[src/rtl/assert_macros.svh]
// assertion helpers used by the top level rtl
`ifndef ASSERT_MACROS_SVH
`define ASSERT_MACROS_SVH

// property checked on every rising clock edge, off while reset is asserted
`define ASSERT_CLK(label, clk, rst_n, prop, msg) \
  label: assert property (@(posedge clk) disable iff (!rst_n) (prop)) else $error(msg);

// condition that must never hold while out of reset
`define ASSERT_NEVER(label, clk, rst_n, cond, msg) \
  label: assert property (@(posedge clk) disable iff (!rst_n) !(cond)) else $error(msg);

`endif

[src/rtl/mscs_pkg.sv]
package mscs_pkg;

  // widths
  localparam int PcWidth     = 16;
  localparam int LenWidth    = 16;
  localparam int RegCount    = 32;
  localparam int RegAddrW    = $clog2(RegCount);
  localparam int DataWidth   = 32;

  // fixed register numbers: the zero register and the syscall registers v0 and a0
  localparam logic [RegAddrW-1:0] ZeroReg = RegAddrW'(0);
  localparam logic [RegAddrW-1:0] V0Reg   = RegAddrW'(2);
  localparam logic [RegAddrW-1:0] A0Reg   = RegAddrW'(4);

  // instruction encodings
  localparam logic [31:0] RTypeMask   = 32'hFC0007FF;
  localparam logic [31:0] FunctAdd    = 32'h00000020;
  localparam logic [31:0] FunctSub    = 32'h00000022;
  localparam logic [31:0] FunctSlt    = 32'h0000002A;
  localparam logic [31:0] FunctMul    = 32'h70000002;
  localparam logic [31:0] OpcodeMask  = 32'hFC000000;
  localparam logic [31:0] OpcodeBeq   = 32'h10000000;
  localparam logic [31:0] OpcodeBne   = 32'h14000000;
  localparam logic [31:0] OpcodeAddi  = 32'h20000000;
  localparam logic [31:0] OpcodeOri   = 32'h34000000;
  localparam logic [31:0] LuiMask     = 32'hFFE00000;
  localparam logic [31:0] OpcodeLui   = 32'h3C000000;
  localparam logic [31:0] SyscallWord = 32'h0000000C;

  // syscall service numbers in v0
  localparam logic [31:0] SvcPrintInt  = 32'd1;
  localparam logic [31:0] SvcExit      = 32'd10;
  localparam logic [31:0] SvcPrintChar = 32'd11;

  typedef enum logic [3:0] {
    OpNone,
    OpAdd,
    OpSub,
    OpSlt,
    OpMul,
    OpBeq,
    OpBne,
    OpAddi,
    OpOri,
    OpLui,
    OpSyscall
  } op_e;

  typedef enum logic [2:0] {
    ScNone      = 3'd0,
    ScPrintInt  = 3'd1,
    ScPrintChar = 3'd2,
    ScExit      = 3'd3,
    ScUnknown   = 3'd4
  } sc_act_e;

  // execute result handed from the alu to the control
  typedef struct packed {
    logic                wr;
    logic [RegAddrW-1:0] dreg;
    logic [DataWidth-1:0] dval;
    logic                taken;
    sc_act_e             sc_act;
    logic [DataWidth-1:0] sc_val;
    logic                stop_now;
  } exec_res_t;

  // priority decode of one instruction word
  function automatic op_e decode_op(input logic [31:0] w);
    op_e op;
    op = OpNone;
    if ((w & RTypeMask) == FunctAdd) begin
      op = OpAdd;
    end else if ((w & RTypeMask) == FunctSub) begin
      op = OpSub;
    end else if ((w & RTypeMask) == FunctSlt) begin
      op = OpSlt;
    end else if ((w & RTypeMask) == FunctMul) begin
      op = OpMul;
    end else if ((w & OpcodeMask) == OpcodeBeq) begin
      op = OpBeq;
    end else if ((w & OpcodeMask) == OpcodeBne) begin
      op = OpBne;
    end else if ((w & OpcodeMask) == OpcodeAddi) begin
      op = OpAddi;
    end else if ((w & OpcodeMask) == OpcodeOri) begin
      op = OpOri;
    end else if ((w & LuiMask) == OpcodeLui) begin
      op = OpLui;
    end else if (w == SyscallWord) begin
      op = OpSyscall;
    end
    return op;
  endfunction

endpackage

[src/rtl/mips_subset_core_step_top.sv]
// an accepted request waits in the execute stage register; its result then goes to the output register
// throughput: one instruction per cycle while the output is not stalled, limited by the register file read
//   in the accept cycle and the execute and write back when the execute stage advances
// reset: registers read as zero, pc zero, run not halted, program length zero
// a halt is cleared only by reset
module mips_subset_core_step_top
  import mscs_pkg::*;
(
  input  logic                 clk_i,
  input  logic                 rst_ni,
  input  logic                 cfg_valid_i,
  output logic                 cfg_ready_o,
  input  logic [LenWidth-1:0]  cfg_program_length_i,
  input  logic                 in_valid_i,
  output logic                 in_stall_o,
  input  logic [31:0]          instruction_word_i,
  output logic                 out_valid_o,
  input  logic                 out_stall_i,
  output logic [15:0]          next_pc_o,
  output logic                 reg_written_o,
  output logic [4:0]           dest_reg_o,
  output logic [31:0]          dest_value_o,
  output logic                 branch_taken_o,
  output logic [2:0]           syscall_action_o,
  output logic [31:0]          syscall_value_o,
  output logic                 stopped_o
);

`include "assert_macros.svh"

  logic                 accept;
  logic                 adv;
  logic                 is_sys;
  logic [RegAddrW-1:0]  raddr_a, raddr_b;
  logic                 rf_we;
  logic [DataWidth-1:0] op_a, op_b;
  exec_res_t            res;

  logic                 ex_vld_q;
  logic [31:0]          ex_instr_q;
  logic [PcWidth-1:0]   pc_q, pc_d;
  logic                 halted_q, halted_d;
  logic [LenWidth-1:0]  len_q;
  logic                 run;
  logic                 wr_ok;
  logic [DataWidth-1:0] br_off;
  logic [PcWidth-1:0]   npc;

  logic                 out_vld_q;
  logic [PcWidth-1:0]   out_pc_q;
  logic                 out_wr_q, out_taken_q, out_stopped_q;
  logic [RegAddrW-1:0]  out_dreg_q;
  logic [DataWidth-1:0] out_dval_q, out_sc_val_q;
  sc_act_e              out_sc_act_q;

  // handshakes
  assign cfg_ready_o = 1'b1;
  assign adv         = ex_vld_q && (!out_vld_q || !out_stall_i);
  assign in_stall_o  = ex_vld_q && !adv;
  assign accept      = in_valid_i && !in_stall_o;

  // syscall reads v0 and a0 in place of rs and rt
  assign is_sys  = (decode_op(instruction_word_i) == OpSyscall);
  assign raddr_a = is_sys ? V0Reg : instruction_word_i[25:21];
  assign raddr_b = is_sys ? A0Reg : instruction_word_i[20:16];

  mscs_regfile u_regfile (
    .clk_i     (clk_i),
    .rst_ni    (rst_ni),
    .rd_en_i   (accept),
    .raddr_a_i (raddr_a),
    .raddr_b_i (raddr_b),
    .we_i      (rf_we),
    .waddr_i   (res.dreg),
    .wdata_i   (res.dval),
    .rdata_a_o (op_a),
    .rdata_b_o (op_b)
  );

  mscs_alu u_alu (
    .instr_i (ex_instr_q),
    .op_a_i  (op_a),
    .op_b_i  (op_b),
    .res_o   (res)
  );

  // execute stage register
  always_ff @(posedge clk_i or negedge rst_ni) begin
    if (!rst_ni) begin
      ex_vld_q <= 1'b0;
    end else if (accept) begin
      ex_vld_q <= 1'b1;
    end else if (adv) begin
      ex_vld_q <= 1'b0;
    end
  end

  always_ff @(posedge clk_i) begin
    if (accept) begin
      ex_instr_q <= instruction_word_i;
    end
  end

  // pc and halt update
  assign run    = !halted_q && (pc_q < PcWidth'(len_q));
  assign wr_ok  = run && res.wr && (res.dreg != ZeroReg);
  assign rf_we  = adv && wr_ok;
  assign br_off = {{(DataWidth-16){ex_instr_q[15]}}, ex_instr_q[15:0]};
  assign npc    = res.taken ? (pc_q + br_off[PcWidth-1:0]) : (pc_q + PcWidth'(1));

  always_comb begin
    pc_d     = pc_q;
    halted_d = halted_q;
    if (!halted_q) begin
      if (!run) begin
        halted_d = 1'b1;
      end else if (res.stop_now) begin
        halted_d = 1'b1;
      end else begin
        pc_d     = npc;
        halted_d = (npc >= PcWidth'(len_q));
      end
    end
  end

  always_ff @(posedge clk_i or negedge rst_ni) begin
    if (!rst_ni) begin
      pc_q     <= '0;
      halted_q <= 1'b0;
    end else if (adv) begin
      pc_q     <= pc_d;
      halted_q <= halted_d;
    end
  end

  // program length register
  always_ff @(posedge clk_i or negedge rst_ni) begin
    if (!rst_ni) begin
      len_q <= '0;
    end else if (cfg_valid_i && cfg_ready_o) begin
      len_q <= cfg_program_length_i;
    end
  end

  // output register
  always_ff @(posedge clk_i or negedge rst_ni) begin
    if (!rst_ni) begin
      out_vld_q <= 1'b0;
    end else if (adv) begin
      out_vld_q <= 1'b1;
    end else if (!out_stall_i) begin
      out_vld_q <= 1'b0;
    end
  end

  always_ff @(posedge clk_i) begin
    if (adv) begin
      out_pc_q      <= pc_d;
      out_wr_q      <= wr_ok;
      out_dreg_q    <= wr_ok ? res.dreg : ZeroReg;
      out_dval_q    <= wr_ok ? res.dval : '0;
      out_taken_q   <= run && res.taken;
      out_sc_act_q  <= run ? res.sc_act : ScNone;
      out_sc_val_q  <= run ? res.sc_val : '0;
      out_stopped_q <= halted_d;
    end
  end

  assign out_valid_o      = out_vld_q;
  assign next_pc_o        = 16'(out_pc_q);
  assign reg_written_o    = out_wr_q;
  assign dest_reg_o       = out_dreg_q;
  assign dest_value_o     = out_dval_q;
  assign branch_taken_o   = out_taken_q;
  assign syscall_action_o = out_sc_act_q;
  assign syscall_value_o  = out_sc_val_q;
  assign stopped_o        = out_stopped_q;

  // checks
  `ASSERT_NEVER(a_no_zero_write, clk_i, rst_ni, rf_we && (res.dreg == ZeroReg), "write to reg zero")
  `ASSERT_CLK(a_halt_sticks, clk_i, rst_ni, halted_q |=> halted_q, "halt cleared without reset")
  `ASSERT_CLK(a_halted_idle, clk_i, rst_ni, (adv && halted_q) |=> (out_stopped_q && !out_wr_q && !out_taken_q), "result after halt not idle")
  `ASSERT_CLK(a_pc_held_halted, clk_i, rst_ni, halted_q |=> $stable(pc_q), "pc moved after halt")

endmodule

[src/rtl/mscs_regfile.sv]
module mscs_regfile
  import mscs_pkg::*;
(
  input  logic                 clk_i,
  input  logic                 rst_ni,
  input  logic                 rd_en_i,
  input  logic [RegAddrW-1:0]  raddr_a_i,
  input  logic [RegAddrW-1:0]  raddr_b_i,
  input  logic                 we_i,
  input  logic [RegAddrW-1:0]  waddr_i,
  input  logic [DataWidth-1:0] wdata_i,
  output logic [DataWidth-1:0] rdata_a_o,
  output logic [DataWidth-1:0] rdata_b_o
);

  logic [DataWidth-1:0] mem_q [RegCount];
  logic [RegCount-1:0]  vld_q;
  logic [DataWidth-1:0] mem_a_q, mem_b_q;
  logic [DataWidth-1:0] byp_data_q;
  logic                 byp_a_q, byp_b_q;
  logic                 hit_a_q, hit_b_q;

  // storage array, one write and two registered reads
  always_ff @(posedge clk_i) begin
    if (we_i) begin
      mem_q[waddr_i] <= wdata_i;
    end
    if (rd_en_i) begin
      mem_a_q <= mem_q[raddr_a_i];
      mem_b_q <= mem_q[raddr_b_i];
    end
  end

  // per entry written flags, unwritten entries read as zero
  always_ff @(posedge clk_i or negedge rst_ni) begin
    if (!rst_ni) begin
      vld_q <= '0;
    end else if (we_i) begin
      vld_q[waddr_i] <= 1'b1;
    end
  end

  // bypass a write that lands on the same edge as the read
  always_ff @(posedge clk_i or negedge rst_ni) begin
    if (!rst_ni) begin
      byp_a_q <= 1'b0;
      byp_b_q <= 1'b0;
      hit_a_q <= 1'b0;
      hit_b_q <= 1'b0;
    end else if (rd_en_i) begin
      byp_a_q <= we_i && (waddr_i == raddr_a_i);
      byp_b_q <= we_i && (waddr_i == raddr_b_i);
      hit_a_q <= vld_q[raddr_a_i];
      hit_b_q <= vld_q[raddr_b_i];
    end
  end

  always_ff @(posedge clk_i) begin
    if (rd_en_i) begin
      byp_data_q <= wdata_i;
    end
  end

  assign rdata_a_o = byp_a_q ? byp_data_q : (hit_a_q ? mem_a_q : '0);
  assign rdata_b_o = byp_b_q ? byp_data_q : (hit_b_q ? mem_b_q : '0);

endmodule

[src/rtl/mscs_alu.sv]
module mscs_alu
  import mscs_pkg::*;
(
  input  logic [31:0]          instr_i,
  input  logic [DataWidth-1:0] op_a_i,
  input  logic [DataWidth-1:0] op_b_i,
  output exec_res_t            res_o
);

  op_e                  op;
  logic [15:0]          imm;
  logic [DataWidth-1:0] simm;
  logic [DataWidth-1:0] zimm;
  logic [63:0]          prod;
  logic [RegAddrW-1:0]  rt, rd;

  // instruction fields
  assign op   = decode_op(instr_i);
  assign imm  = instr_i[15:0];
  assign simm = {{(DataWidth-16){imm[15]}}, imm};
  assign zimm = {{(DataWidth-16){1'b0}}, imm};
  assign rt   = instr_i[20:16];
  assign rd   = instr_i[15:11];
  assign prod = 64'(op_a_i) * 64'(op_b_i);

  // operation select
  always_comb begin
    res_o          = '0;
    res_o.sc_act   = ScNone;
    unique case (op)
      OpAdd: begin
        res_o.wr = 1'b1; res_o.dreg = rd; res_o.dval = op_a_i + op_b_i;
      end
      OpSub: begin
        res_o.wr = 1'b1; res_o.dreg = rd; res_o.dval = op_a_i - op_b_i;
      end
      OpSlt: begin
        res_o.wr   = 1'b1;
        res_o.dreg = rd;
        res_o.dval = DataWidth'($signed(op_a_i) < $signed(op_b_i));
      end
      OpMul: begin
        res_o.wr = 1'b1; res_o.dreg = rd; res_o.dval = prod[DataWidth-1:0];
      end
      OpBeq: res_o.taken = (op_a_i == op_b_i);
      OpBne: res_o.taken = (op_a_i != op_b_i);
      OpAddi: begin
        res_o.wr = 1'b1; res_o.dreg = rt; res_o.dval = op_a_i + simm;
      end
      OpOri: begin
        res_o.wr = 1'b1; res_o.dreg = rt; res_o.dval = op_a_i | zimm;
      end
      OpLui: begin
        res_o.wr = 1'b1; res_o.dreg = rt; res_o.dval = {imm, 16'h0000};
      end
      OpSyscall: begin
        // operand a holds v0, operand b holds a0
        if (op_a_i == SvcPrintInt) begin
          res_o.sc_act = ScPrintInt;
          res_o.sc_val = op_b_i;
        end else if (op_a_i == SvcExit) begin
          res_o.sc_act   = ScExit;
          res_o.stop_now = 1'b1;
        end else if (op_a_i == SvcPrintChar) begin
          res_o.sc_act = ScPrintChar;
          res_o.sc_val = {{(DataWidth-8){1'b0}}, op_b_i[7:0]};
        end else begin
          res_o.sc_act   = ScUnknown;
          res_o.sc_val   = op_a_i;
          res_o.stop_now = 1'b1;
        end
      end
      OpNone: ;
      default: ;
    endcase
  end

endmodule
[config.mk]
export PLATFORM = sky130hd
export DESIGN_NAME = mips_subset_core_step_top
export DESIGN_NICKNAME = d
export VERILOG_FILES = /design/src/rtl/mscs_pkg.sv /design/src/rtl/mips_subset_core_step_top.sv /design/src/rtl/mscs_regfile.sv /design/src/rtl/mscs_alu.sv
export VERILOG_INCLUDE_DIRS = /design/src /design/src/rtl
export SDC_FILE = /design/constraint.sdc
export NUM_CORES = 2
export LEC_CHECK = 0
export BUFFER_PORTS_ARGS = -buffer_cell sky130_fd_sc_hd__buf_2
export CAP_MARGIN = 5
export CORE_UTILIZATION = 46
export CTS_CLUSTER_DIAMETER = 60
export DETAILED_ROUTE_END_ITERATION = 12
export HOLD_SLACK_MARGIN = 0.03
export PLACE_DENSITY = 0.62
export SYNTH_ARGS = -nofsm -noshare
export SYNTH_HDL_FRONTEND = slang
export SYNTH_SLANG_ARGS = --single-unit
[constraint.sdc]
create_clock -name clk_i -period 18.4 [get_ports clk_i]
set_input_delay 5.52 -clock clk_i [delete_from_list [all_inputs] [get_ports clk_i]]
set_output_delay 5.52 -clock clk_i [all_outputs]
set_load 0.03 [all_outputs]
==> flow_summary_export.csv <==
group,metric,value,unit
status,status,"complete, no violations",
routing,drc,0,
routing,dr.first_iter.drc_count,5901,
synth,ys_types,86,
synth,synth_top_area_share,46.9,%
synth,synth.area.top_cells,"edfxtp_1, mux4_2, fa_1, ha_1, dfrtp_1",
synth,synth.mux.area_fraction,20.0,%
power_and_ir_drop,p_comb_share,8.6,%
global_routing,grt_max_degree,95,
synth,synth_cells,5312,
clock_network,cts.sinks,1314,
timing,period_needed,11490,ps
synth,synth_flop_cell,"edfxtp_1",
global_routing,antenna_found_initial,4,
synth,synth-edff-count,1243,
synth,synth_common_cells,"edfxtp_1, mux4_2, inv_1",
final_layout,fin_util,51.4,%
routing,routed_wl,253000,um
global_routing,grtUsageMet3,5.26,%
synth,avgSynthCellArea,15.0,um^2
timing,fin_worst_skew,47.9,ps
worst_setup_path,crit_buf_inv,3,
clock_network,cts_hold_buf,0,
floorplan,ios,147,
timing,relSlewSlack,10.7,%
min_path,min_path_type,"reg2reg",
global_routing,grt_pass1_wl,365000,um
timing,period_share,62.4,%
routing,ant_nets,0,
power_and_ir_drop,power_frac_clock,42.2,%
timing,fmax,0.0870,GHz
final_layout,drive_gt1_share,24.2,%
floorplan,fp-row-count,152,
synth,yosys.area_share.simple,5.79,%
clock_network,cts_resized,0,
synth,synth_compound_area_share,5.03,%
clock_network,clk-insertion-delay-late,820,ps
global_routing,grt_pass1_vias,51200,
synth,synth-seq-cells,1314,
worst_setup_path,cp-end-kind,"output pin",
worst_setup_path,required,12880,ps
clock_network,cts_setup_buffers,0,
final_layout,fin_nets,6198,
power_and_ir_drop,peakVddDrop,75.7,uV
timing,max_slew.worst_pin.slew,1340,ps
worst_setup_path,start_kind,"primary input",
timing,tns,0,ps
worst_setup_path,crit_family,"buffers and inverters",
synth,synthAdderAreaFrac,14.2,%
placement,io_buffer_count,145,
placement,place_congestion,0.977,
floorplan,coreArea,172000,um^2
power_and_ir_drop,p_leak,33.5,nW
clock_network,cts_inserted_buffers,143,
final_layout,seqCellArea,39100,um^2
power_and_ir_drop,swShare,24.2,%
flow_run,drv_cap,0,
floorplan,fp.dieW,418,um
global_routing,overflow,0,
routing,post_drt_via_cell_ratio,6.34,
power_and_ir_drop,p_int,5.17,mW
floorplan,dieHeight,418,um
timing,setup_viol,0,
final_layout,stdcell_count,7918,
final_layout,multiInputGateArea,37800,um^2
global_routing,top_usage_layer,"met2",
timing,rsz0062_at_grt,"false",
worst_setup_path,crit_type,"in2out",
worst_setup_path,critical_path.slowest_cell,"buf_2",
floorplan,start_util,46.3,%
global_routing,grt_util_met2,47.9,%
power_and_ir_drop,p_per_area,77.2,nW/um^2
worst_setup_path,cp_max_fo,3,
global_routing,grt.met1_usage,38.1,%
placement,hpwlAfterDp,158000,um
global_routing,track_usage,29.4,%
clock_network,cts_tree,"yes",
worst_setup_path,crit_path_cell_trace,"buf_2, nand3_1, inv_1, buf_2",
power_and_ir_drop,p_seq_share,49.2,%
routing,vias,50200,
worst_setup_path,max_stage_delay,190,ps
clock_network,htree_levels,4,
power_and_ir_drop,p_switching,1.65,mW
worst_setup_path,crit_arrival,5970,ps
timing,final_max_slew_viol_count,0,
clock_network,clockBufferDepth,3,
synth,ys_seq_area_share,49.1,%
synth,synth.most_common_cell,"edfxtp_1",
clock_network,clkSlewWorstSetupHoldPaths,60,ps
floorplan,dieArea,175000,um^2
synth,synth-xor-area-share,1.80,%
synth,ys_async_sr_fraction,5.40,%
synth,synth_top_family_by_area,"multiplexers",
placement,placed_cells,7651,
synth,ys_warn_count,0,
synth,synthesis.area,79600,um^2
timing,hold_viol,0,
synth,post-synth-top-area-cell,"edfxtp_1",
routing,wl_per_cell,31.9,um
final_layout,area_growth_syn_to_layout,11.0,%
power_and_ir_drop,finalPower,6.81,mW
worst_setup_path,cpMostUsedCell,"buf_2",
routing,drt_pass1_iterations,6,
final_layout,fillers,14200,
clock_network,cts_root_buf,"clkbuf_16",
-- per-stage QoR --
stage / hold slack, ps / setup WS (ps) / instance area [um^2]
3_3_place_gp: 386 / 6890 / 83600
6_report: 402 / 6910 / 88300
4_1_cts: 407 / 6910 / 88300
5_1_grt: 434 / 6880 / 88300
3_5_place_dp: 394 / 6910 / 83600
2_1_floorplan: 441 / 7040 / 79700
-- cell type report --
cell class | instances | share of cell area [%]
Multi-Input combinational cell | 3235 | 42.8
Timing Repair Buffer | 294 | 2.17
Sequential cell | 1314 | 44.3
Inverter | 498 | 2.14
Clock buffer | 186 | 4.31
Antenna cell | 7 | 0.0198
Tap cell | 2310 | 3.27
Clock inverter | 74 | 0.998
-- sequential cells by signal, indices dropped and copies added (netlist names), 3 cells and up --
signal                flops
u_regfile.mem_b_q        32
ex_instr_q               32
syscall_action_o          3
u_regfile.mem_q        1024
syscall_value_o          32
u_regfile.mem_a_q        32
u_regfile.byp_data_q     32
pc_q                     16
next_pc_o                16
dest_reg_o                5
len_q                    16
dest_value_o             32
u_regfile.vld_q          32
-- layout by cell type (no fill, tap or decap), types with 139 or more instances in the layout --
cell type  count
clkbuf_16    144
mux4_2       660
edfxtp_1    1243
nand2_1      333
nor2_1       387
a21oi_1      139
buf_4        150
ha_1         248
inv_1        470
fa_1         411
-- logic make-up after synthesis --
| group | count (synthesis) |
|---|---|
| DFF | 1314 |
| and+or+nand+nor | 1040 |
| buffers and inverters | 794 |
| muxes | 757 |
| adders and majority gates | 659 |
| AOI/OAI and AO/OA | 591 |
| xor gates and xnor gates | 155 |
| other | 2 |
-- power by group through the flow --
stage | clock (mW) | sequential [mW] | combinational, mW
after floorplan | 0 | 3.42 | 0.386
after global placement | 0 | 3.41 | 0.581
after detailed placement | 0 | 3.41 | 0.585
after CTS | 2.92 | 3.35 | 0.588
after global routing | 3.03 | 3.35 | 0.629
final | 2.88 | 3.35 | 0.588
-- worst paths after layout --
| check | from | depth (start not counted) | to | slack, ps |
|---|---|---|---|---|
| min reg2reg | u_regfile.vld_q[0] | 0 | u_regfile.vld_q[0] | 400 |
| max in group asynchronous | rst_ni | 1 | pc_q[5] | 12880 |
| min | u_regfile.vld_q[0] | 0 | u_regfile.vld_q[0] | 400 |
| min in group asynchronous | rst_ni | 1 | u_regfile.vld_q[19] | 4870 |
| max | out_stall_i | 4 | in_stall_o | 6910 |
| max reg2reg | u_regfile.byp_a_q | 27 | u_regfile.mem_q[22][26] | 8140 |
-- layer usage --
metal	vias to the layer above	wire length, um
li1	20400	-
met1	26400	93200
met4	2	13800
met2	2839	122000
met5	-	13
met3	647	24100
No activity file was read; power rests on OpenSTA's default activity.
